## src/hdl/rcc_pkg.sv

```systemverilog
// shared constants, codes and control types of the regional cross-correlation block
`default_nettype none
package rcc_pkg;

    localparam int unsigned MAX_SAMPLES = 65536;
    localparam int unsigned ADDR_W      = $clog2(MAX_SAMPLES);
    localparam int unsigned COUNT_W     = ADDR_W + 1;
    localparam int unsigned SAMPLE_W    = 16;
    localparam int unsigned SUM_W       = 33;
    localparam int unsigned MEAN_W      = 25;
    localparam int unsigned DEV_W       = 26;
    localparam int unsigned PROD_W      = 2 * DEV_W;
    localparam int unsigned ACC_W       = 56;
    localparam int unsigned ROOT_W      = ACC_W / 2;
    localparam int unsigned DIVD_W      = ACC_W + 16;
    localparam int unsigned DIVS_W      = ACC_W;
    localparam int unsigned VAL_W       = 20;
    localparam int unsigned TOTAL_W     = 24;
    localparam int unsigned CORR_W      = 16;
    localparam int unsigned STATUS_W    = 3;
    localparam int unsigned FUNC_W      = 2;
    localparam int unsigned LAG_W       = 3;
    localparam int unsigned WIN_W       = 4;
    localparam int unsigned OFF_W       = WIN_W + 1;
    localparam int unsigned LAGC_W      = LAG_W + 1;
    localparam int unsigned CFG_IDX_W   = 1;

    localparam logic [LAG_W-1:0] LAG_SPAN_RESET   = 3'd3;
    localparam logic [WIN_W-1:0] WINDOW_END_RESET = 4'd10;

    localparam logic [CFG_IDX_W-1:0] CFG_LAG_SPAN   = 1'b0;
    localparam logic [CFG_IDX_W-1:0] CFG_WINDOW_END = 1'b1;

    localparam logic [FUNC_W-1:0] FN_LOAD  = 2'd0;
    localparam logic [FUNC_W-1:0] FN_QUERY = 2'd1;
    localparam logic [FUNC_W-1:0] FN_CLEAR = 2'd2;

    localparam logic [STATUS_W-1:0] ST_VALUE  = 3'd0;
    localparam logic [STATUS_W-1:0] ST_ZERO   = 3'd1;
    localparam logic [STATUS_W-1:0] ST_NOREG  = 3'd2;
    localparam logic [STATUS_W-1:0] ST_STORED = 3'd3;
    localparam logic [STATUS_W-1:0] ST_FULL   = 3'd4;

    typedef enum logic [4:0] {
        OP_NONE,
        OP_CAPTURE,
        OP_CLEAR,
        OP_LOAD,
        OP_QINIT,
        OP_MEANX,
        OP_MEANY,
        OP_STOP_INIT,
        OP_LAG_INIT,
        OP_READ,
        OP_DEV,
        OP_MUL,
        OP_ACC,
        OP_SQX_START,
        OP_SQX_DONE,
        OP_SQY_DONE,
        OP_DMUL,
        OP_DIV_START,
        OP_LAG_DONE,
        OP_AVG_START,
        OP_AVG_DONE,
        OP_EMIT_NOREG,
        OP_EMIT_ZERO,
        OP_EMIT_VALUE
    } dp_op_t;

    typedef struct packed {
        dp_op_t op;
    } rcc_cmd_t;

    typedef struct packed {
        logic out_free;
        logic div_done;
        logic sqrt_done;
        logic cur_ok;
        logic nxt_ok;
        logic sample_last;
        logic lag_last;
        logic zero_energy;
    } rcc_stat_t;

endpackage
`default_nettype wire

```

## src/hdl/rcc_ctrl.sv

```systemverilog
// sequencer for load, clear and query items
`default_nettype none
module rcc_ctrl
    import rcc_pkg::*;
(
    input  wire logic              aclk,
    input  wire logic              aresetn,
    input  wire logic              s_valid,
    input  wire logic [FUNC_W-1:0] s_func,
    output logic                   s_ready,
    input  wire rcc_stat_t         stat,
    output rcc_cmd_t               cmd
);

    typedef enum logic [4:0] {
        S_IDLE, S_LOAD, S_QINIT, S_WAIT_MX, S_WAIT_MY, S_CHECK, S_NOREG,
        S_STOP_INIT, S_LAG_INIT, S_READ, S_DEV, S_MUL, S_ACC, S_ZCHK,
        S_SQX, S_SQY, S_DMUL, S_DIVS, S_DIVW, S_AVGS, S_AVGW, S_EMITV, S_EMITZ
    } state_t;

    state_t state_reg, state_next;

    always_ff @(posedge aclk) begin
        if (!aresetn) begin
            state_reg <= S_IDLE;
        end else begin
            state_reg <= state_next;
        end
    end

    always_comb begin
        state_next = state_reg;
        cmd.op     = OP_NONE;
        s_ready    = 1'b0;
        unique case (state_reg)
            S_IDLE: begin
                s_ready = 1'b1;
                if (s_valid) begin
                    priority if (s_func == FN_LOAD) begin
                        cmd.op     = OP_CAPTURE;
                        state_next = S_LOAD;
                    end else if (s_func == FN_QUERY) begin
                        cmd.op     = OP_CAPTURE;
                        state_next = S_QINIT;
                    end else if (s_func == FN_CLEAR) begin
                        cmd.op = OP_CLEAR;
                    end else begin
                        cmd.op = OP_NONE;
                    end
                end
            end
            S_LOAD: begin
                if (stat.out_free) begin
                    cmd.op     = OP_LOAD;
                    state_next = S_IDLE;
                end
            end
            S_QINIT: begin
                cmd.op     = OP_QINIT;
                state_next = S_WAIT_MX;
            end
            S_WAIT_MX: begin
                if (stat.div_done) begin
                    cmd.op     = OP_MEANX;
                    state_next = S_WAIT_MY;
                end
            end
            S_WAIT_MY: begin
                if (stat.div_done) begin
                    cmd.op     = OP_MEANY;
                    state_next = S_CHECK;
                end
            end
            S_CHECK: begin
                state_next = stat.cur_ok ? S_STOP_INIT : S_NOREG;
            end
            S_NOREG: begin
                if (stat.out_free) begin
                    cmd.op     = OP_EMIT_NOREG;
                    state_next = S_IDLE;
                end
            end
            S_STOP_INIT: begin
                cmd.op     = OP_STOP_INIT;
                state_next = S_LAG_INIT;
            end
            S_LAG_INIT: begin
                cmd.op     = OP_LAG_INIT;
                state_next = S_READ;
            end
            S_READ: begin
                cmd.op     = OP_READ;
                state_next = S_DEV;
            end
            S_DEV: begin
                cmd.op     = OP_DEV;
                state_next = S_MUL;
            end
            S_MUL: begin
                cmd.op     = OP_MUL;
                state_next = S_ACC;
            end
            S_ACC: begin
                cmd.op     = OP_ACC;
                state_next = stat.sample_last ? S_ZCHK : S_READ;
            end
            S_ZCHK: begin
                if (stat.zero_energy) begin
                    state_next = S_EMITZ;
                end else begin
                    cmd.op     = OP_SQX_START;
                    state_next = S_SQX;
                end
            end
            S_SQX: begin
                if (stat.sqrt_done) begin
                    cmd.op     = OP_SQX_DONE;
                    state_next = S_SQY;
                end
            end
            S_SQY: begin
                if (stat.sqrt_done) begin
                    cmd.op     = OP_SQY_DONE;
                    state_next = S_DMUL;
                end
            end
            S_DMUL: begin
                cmd.op     = OP_DMUL;
                state_next = S_DIVS;
            end
            S_DIVS: begin
                cmd.op     = OP_DIV_START;
                state_next = S_DIVW;
            end
            S_DIVW: begin
                if (stat.div_done) begin
                    cmd.op     = OP_LAG_DONE;
                    state_next = stat.lag_last ? S_AVGS : S_LAG_INIT;
                end
            end
            S_AVGS: begin
                cmd.op     = OP_AVG_START;
                state_next = S_AVGW;
            end
            S_AVGW: begin
                if (stat.div_done) begin
                    cmd.op     = OP_AVG_DONE;
                    state_next = S_EMITV;
                end
            end
            S_EMITV: begin
                if (stat.out_free) begin
                    cmd.op     = OP_EMIT_VALUE;
                    state_next = stat.nxt_ok ? S_STOP_INIT : S_IDLE;
                end
            end
            S_EMITZ: begin
                if (stat.out_free) begin
                    cmd.op     = OP_EMIT_ZERO;
                    state_next = stat.nxt_ok ? S_STOP_INIT : S_IDLE;
                end
            end
            default: begin
                state_next = S_IDLE;
            end
        endcase
    end

endmodule
`default_nettype wire

```

## config.mk

```make
export PLATFORM = sky130hd
export DESIGN_NAME = rcc_ctrl
export DESIGN_NICKNAME = d
export VERILOG_FILES = /design/src/hdl/rcc_pkg.sv /design/src/hdl/rcc_ctrl.sv
export SDC_FILE = /design/constraint.sdc
export NUM_CORES = 1
export LEC_CHECK = 0
export BUFFER_PORTS_ARGS = -buffer_cell sky130_fd_sc_hd__buf_2
export CAP_MARGIN = 15
export CORE_MARGIN = 2
export CORE_UTILIZATION = 50
export CTS_BUF_LIST = sky130_fd_sc_hd__clkbuf_4 sky130_fd_sc_hd__clkbuf_8
export DETAILED_ROUTE_END_ITERATION = 7
export PLACE_DENSITY = 0.73
export SLEW_MARGIN = 20
export SYNTH_ARGS = -nofsm -noshare
export SYNTH_HDL_FRONTEND = slang
export SYNTH_SLANG_ARGS = --single-unit
```

## constraint.sdc

```tcl
create_clock -name aclk -period 3.3 [get_ports aclk]
set_input_delay 0.33 -clock aclk [delete_from_list [all_inputs] [get_ports aclk]]
set_output_delay 0.33 -clock aclk [all_outputs]
set_load 0.01 [all_outputs]
```

======== Word level (Yosys, flattened, before mapping) ========
Index checks and enable logic that the tools add are counted.
storage, ports and cells
  bits in registers ....................... 5
  output and inout port bits .............. 6
operators by class
  eq/ne operators ......................... 34
  mux-type cells .......................... 34
  reduce and logical (&&, ||, !) cells .... 5
operators with widths
  operator                                                               number
  5-bit case mux with 22 select lines                                    1
  5-bit case mux with 21 select lines                                    1
  5-bit two-way mux                                                      18
  5-bit by 4-bit equality test with 1-bit output, second input constant  8
  5-bit equality test, second input constant                             7
  5-bit by 3-bit equality test with 1-bit output, second input constant  4
  2-bit != test, second input constant                                   7
  3-bit two-way mux                                                      4
  4-bit two-way mux                                                      3
  5-bit by 2-bit equality test with 1-bit output, second input constant  2
  2-bit two-way mux                                                      5
  10-bit AND reduction                                                   1
  5-bit by 1-bit equality test with 1-bit output, second input constant  1
  5-bit zero test                                                        1
  2-bit by 1-bit != test with 1-bit output, second input constant        2
  2-bit OR reduction                                                     2
  3-bit != test, second input constant                                   1
  2-bit by 1-bit equality test with 1-bit output, second input constant  1
  2-bit equality test, second input constant                             1
  2-bit zero test                                                        1
  1-bit two-way mux                                                      2

======== Logic depth before layout (Yosys ltp) ========
  depth after elaboration ................. 6
  gate-level depth with buffers ........... 7
  mapped depth without buffers ............ 5

======== Worst setup path before layout ========
No wires, ideal clock.
  path kind ............................... register -> output
  from .................................... register state_reg[0]
  to ...................................... output cmd[1] in the netlist's numbering
  required time ........................... 2.970 ns
  arrival ................................. 1.341 ns
  stages on the path, launching flop included .. 7
  slack ................................... 1.629 ns
  path through ............................ dfxtp_1 > buf_6 > buf_4 > buf_4 > nor4b_1 > a22oi_1 > o2111ai_1
RTL lines
  what                      RTL line        RTL
  start: declaration        rcc_ctrl.sv:21  state_t state_reg, state_next;
  start signal: assignment  rcc_ctrl.sv:27  state_reg <= state_next;
  end: declaration          rcc_ctrl.sv:12  output rcc_cmd_t cmd

==> key figures <==
Critical path
  • CP Class: flip-flop to output pin
  • Data arrival time of the critical path: 2.24 ns
  • Critical Path Source Type: flip-flop
  • R2R setup slack: 1.21 ns
  • Reg2reg end: state_reg[2]
  • Reg-to-Reg Start: state_reg[3]
  • Critical Path RT: roughly 3.0 ns
  • CP Max Fanout: 20
  • R2R depth: 5
  • CP Capture Type: output pin

Logic synthesis
  • Mux cell area share after synthesis: 1.99%
  • Average size of a mapped cell: about 7 um^2
  • Synth Area in Simple Gates: 37.1%
  • Compound-Gate Fraction of Synth Area: between 30% and 40%
  • Post-synthesis xor/xnor area fraction: under 10%
  • Largest family of logic cells by synthesized area: simple AND/OR/NAND/NOR gates
  • Sequential area share after synthesis: 9.95%
  • Post-Synth Adder-Cell Area: 0%
  • Synthesized Nets: 159
  • Count of cell types in the netlist: 50
  • Post-Synthesis Cell Area: ~1000 um^2
  • Synth Instances: 146
  • Yosys Warn Count: 0
  • Synth Register Bits: 5

STA
  • Clock Skew: roughly 0.010 ns
  • Fmax achieved: 389 MHz
  • Slew @ Worst Pin: 0.807 ns
  • Min cycle time layout: 2.57 ns
  • RSZ-0062 raised after global routing: false
  • Worst slew margin: 46.1%
  • Worst Slack Setup Final: 0.729 ns
  • Fin crit share: 77.9%
  • Final Hold Vio Count: 0
  • Setup TNS: 0 ns
  • Final count of pins violating max slew: 0
  • Setup violators final: 0

Detailed routing
  • Starting DRT DRC Count: 54
  • Routed vias: 1,185
  • Vias per cell: 6.37
  • WL/cell: 15.0 um
  • Routed WL: 2780 um
  • # DRC: 0
  • Post-route ant nets: 0
  • Drt pass-1 iters: 4

Power and ir drop
  • Total power: 681 uW
  • Leak pwr: 0.000410 uW
  • PD cells: 621 nW/um^2
  • Peak VDD IR: approximately 0.00025 V

Finish
  • Final #Nets: 173
  • Fillcell total: between 200 and 250
  • Max reg flops: 5
  • Share of layout cells above drive strength 1: 22.6%
  • Area Growth Syn to Fin: 9.08%
  • # diodes: 0

Job
  • Max-cap viol count: 0

Min path
  • Hold endpoint: state_reg[3]
  • Min-Delay Path Class: input port to flip-flop
  • Hold Startpoint: aresetn
  • WHS Path Cells: 2

Floorplan
  • Row cnt: 16
  • Initial core utilization: 52.3%
  • Vert. Die Dim: 48.9 um
  • Ports: 19
  • Core Region: ~1900 um^2
  • Die W: 48.9 um
  • Die area: 2390 um^2

Clock tree
  • Cts repair resizes: 0
  • Post-CTS setup buffer count: 0
  • Clock Sinks: 5
  • Clock Tree Root: clkbuf_4
  • Clock slew at reported path FFs: about 0.060 ns
  • CTS Buf Count: 3
  • CTS H-Tree Depth: 1
  • Worst skew pair latency: 0.26 ns
  • Hold buffer count at CTS: 0
  • CTS tree: yes
  • Clock Path Buffers: 2

Global route
  • Number of global-route vias before repair: 1,019
  • First-pass GRT wire length: 4540 um
  • Total gr overflow: 0
  • GRT Overall Usage: 23.9%
  • Largest net degree at the start of global routing: 21
  • Antenna violations before repair: 0

Placement
  • Dpl hpwl: 1990 um
  • Pre-CTS setup slack: 1.07 ns
  • IO Port Bufs: 18
  • GP Congestion: slightly above 0.9

Run status
  • Status: completed
-- cell usage in the layout (no fill, tap or decap), types with 2 or more instances in the layout --
cell type / n
nand2_1: 15
buf_2: 18
o22ai_1: 3
o32ai_1: 3
nor4_1: 2
nor4b_1: 3
nor2_1: 8
inv_1: 4
a21oi_1: 18
nand2b_1: 2
dfxtp_1: 5
mux2i_1: 2
a311oi_1: 2
nand3_1: 7
o31ai_1: 3
clkbuf_4: 4
nor3_1: 6
o21a_1: 2
buf_4: 4
nor2b_1: 8
a211oi_1: 2
o21ai_0: 9
and2b_1: 2
a22oi_1: 2
-- power by group --
| part | total [uW] | switching, uW | internal, uW |
|---|---|---|---|
| combinational | 469 | 260 | 209 |
| clock | 89.3 | 34.7 | 54.5 |
| sequential | 122 | 47.9 | 74.5 |
-- critical path: stages, from the launching register on --
cell and delay, ns:
dfxtp_1 0.84, clkinv_2 0.32, nand2_1 0.23, a21oi_1 0.09, o31ai_1 0.22, o211ai_1 0.11
buf_2 0.15
-- how the worst max path moves through the flow --
stage	from	endpoint
3_3_place_gp	state_reg[3]	cmd[0]
3_5_place_dp	state_reg[3]	cmd[0]
5_1_grt	state_reg[3]	cmd[0]
6_report	state_reg[3]	cmd[0]
2_1_floorplan	state_reg[0]	cmd[1]
4_1_cts	state_reg[3]	cmd[0]
-- metrics by stage --
| step | util (%) | hold WS (ns) | std cells | cell area [um^2] |
|---|---|---|---|---|
| after detailed placement | 55.5 | 0.595 | 182 | 1070 |
| after floorplan | - | 0.456 | 146 | 1010 |
| final | 57.1 | 0.333 | 186 | 1100 |
| after global routing | 57.1 | 0.339 | 186 | 1100 |
| after global placement | 55.5 | 0.601 | 182 | 1070 |
| after CTS | 57.1 | 0.326 | 186 | 1100 |
-- synthesized netlist by cell type, drive strengths merged --
cell / n / area share [%]
inv: 4 / 1.5
o2111ai: 1 / 0.87
nor2b: 9 / 5.8
mux2i: 2 / 2.0
o211ai: 1 / 0.75
o32ai: 3 / 2.6
xor2: 1 / 0.87
clkinv: 2 / 0.87
nand3: 7 / 3.5
buf: 12 / 8.8
nand2b: 3 / 2.6
o22ai: 3 / 1.9
and3b: 1 / 1.2
o2111a: 1 / 1.1
nor3b: 1 / 0.75
o21a: 2 / 1.5
a211oi: 2 / 1.5
nand4b: 2 / 2.4
nor2: 8 / 3.0
nand3b: 1 / 0.75
nor4: 2 / 1.2
nand4: 1 / 0.62
and2: 2 / 1.5
o21bai: 1 / 0.75
nor3: 7 / 4.0
nand2: 15 / 5.6
a31oi: 1 / 0.62
a22oi: 2 / 1.5
o31ai: 3 / 2.2
xnor2: 1 / 1.6
clkbuf: 1 / 0.37
a32o: 1 / 1.0
o32a: 1 / 2.2
a311oi: 3 / 3.2
and2b: 2 / 1.5
o21ai: 9 / 4.5
nor4b: 3 / 2.6
a21oi: 18 / 9.0
a2bb2oi: 1 / 0.87
dfxtp: 5 / 10
a32oi: 1 / 0.87
-- per-layer routing --
layer / part of all wire, % / global-route usage, %
met3: 5.7 / 2.15
met2: 49 / 40.4
met5: 0 / 0
met1: 43 / 31.1
met4: 1.5 / 10.0
-- cells by family (layout without fill, tap and decap cells) --
family                 count (synthesis)  in the layout
AO/OA/AOI/OAI                         54             54
flip-flops                             5              5
multiplexers                           2              2
XOR/XNOR                               2              2
buffers and inverters                 19             32
AND/OR/NAND/NOR                       64             64
-- cell type report --
class / instances / area [um^2] / share of cell area, %
well taps: 27 / 33.8 / 3.08
inverters: 6 / 23.8 / 2.17
multi-input cells: 122 / 790 / 71.9
clock buffers: 4 / 30.0 / 2.74
repair buffers: 22 / 120 / 10.9
flip-flops and latches: 5 / 100 / 9.12
(Power assumes the default switching activity.)
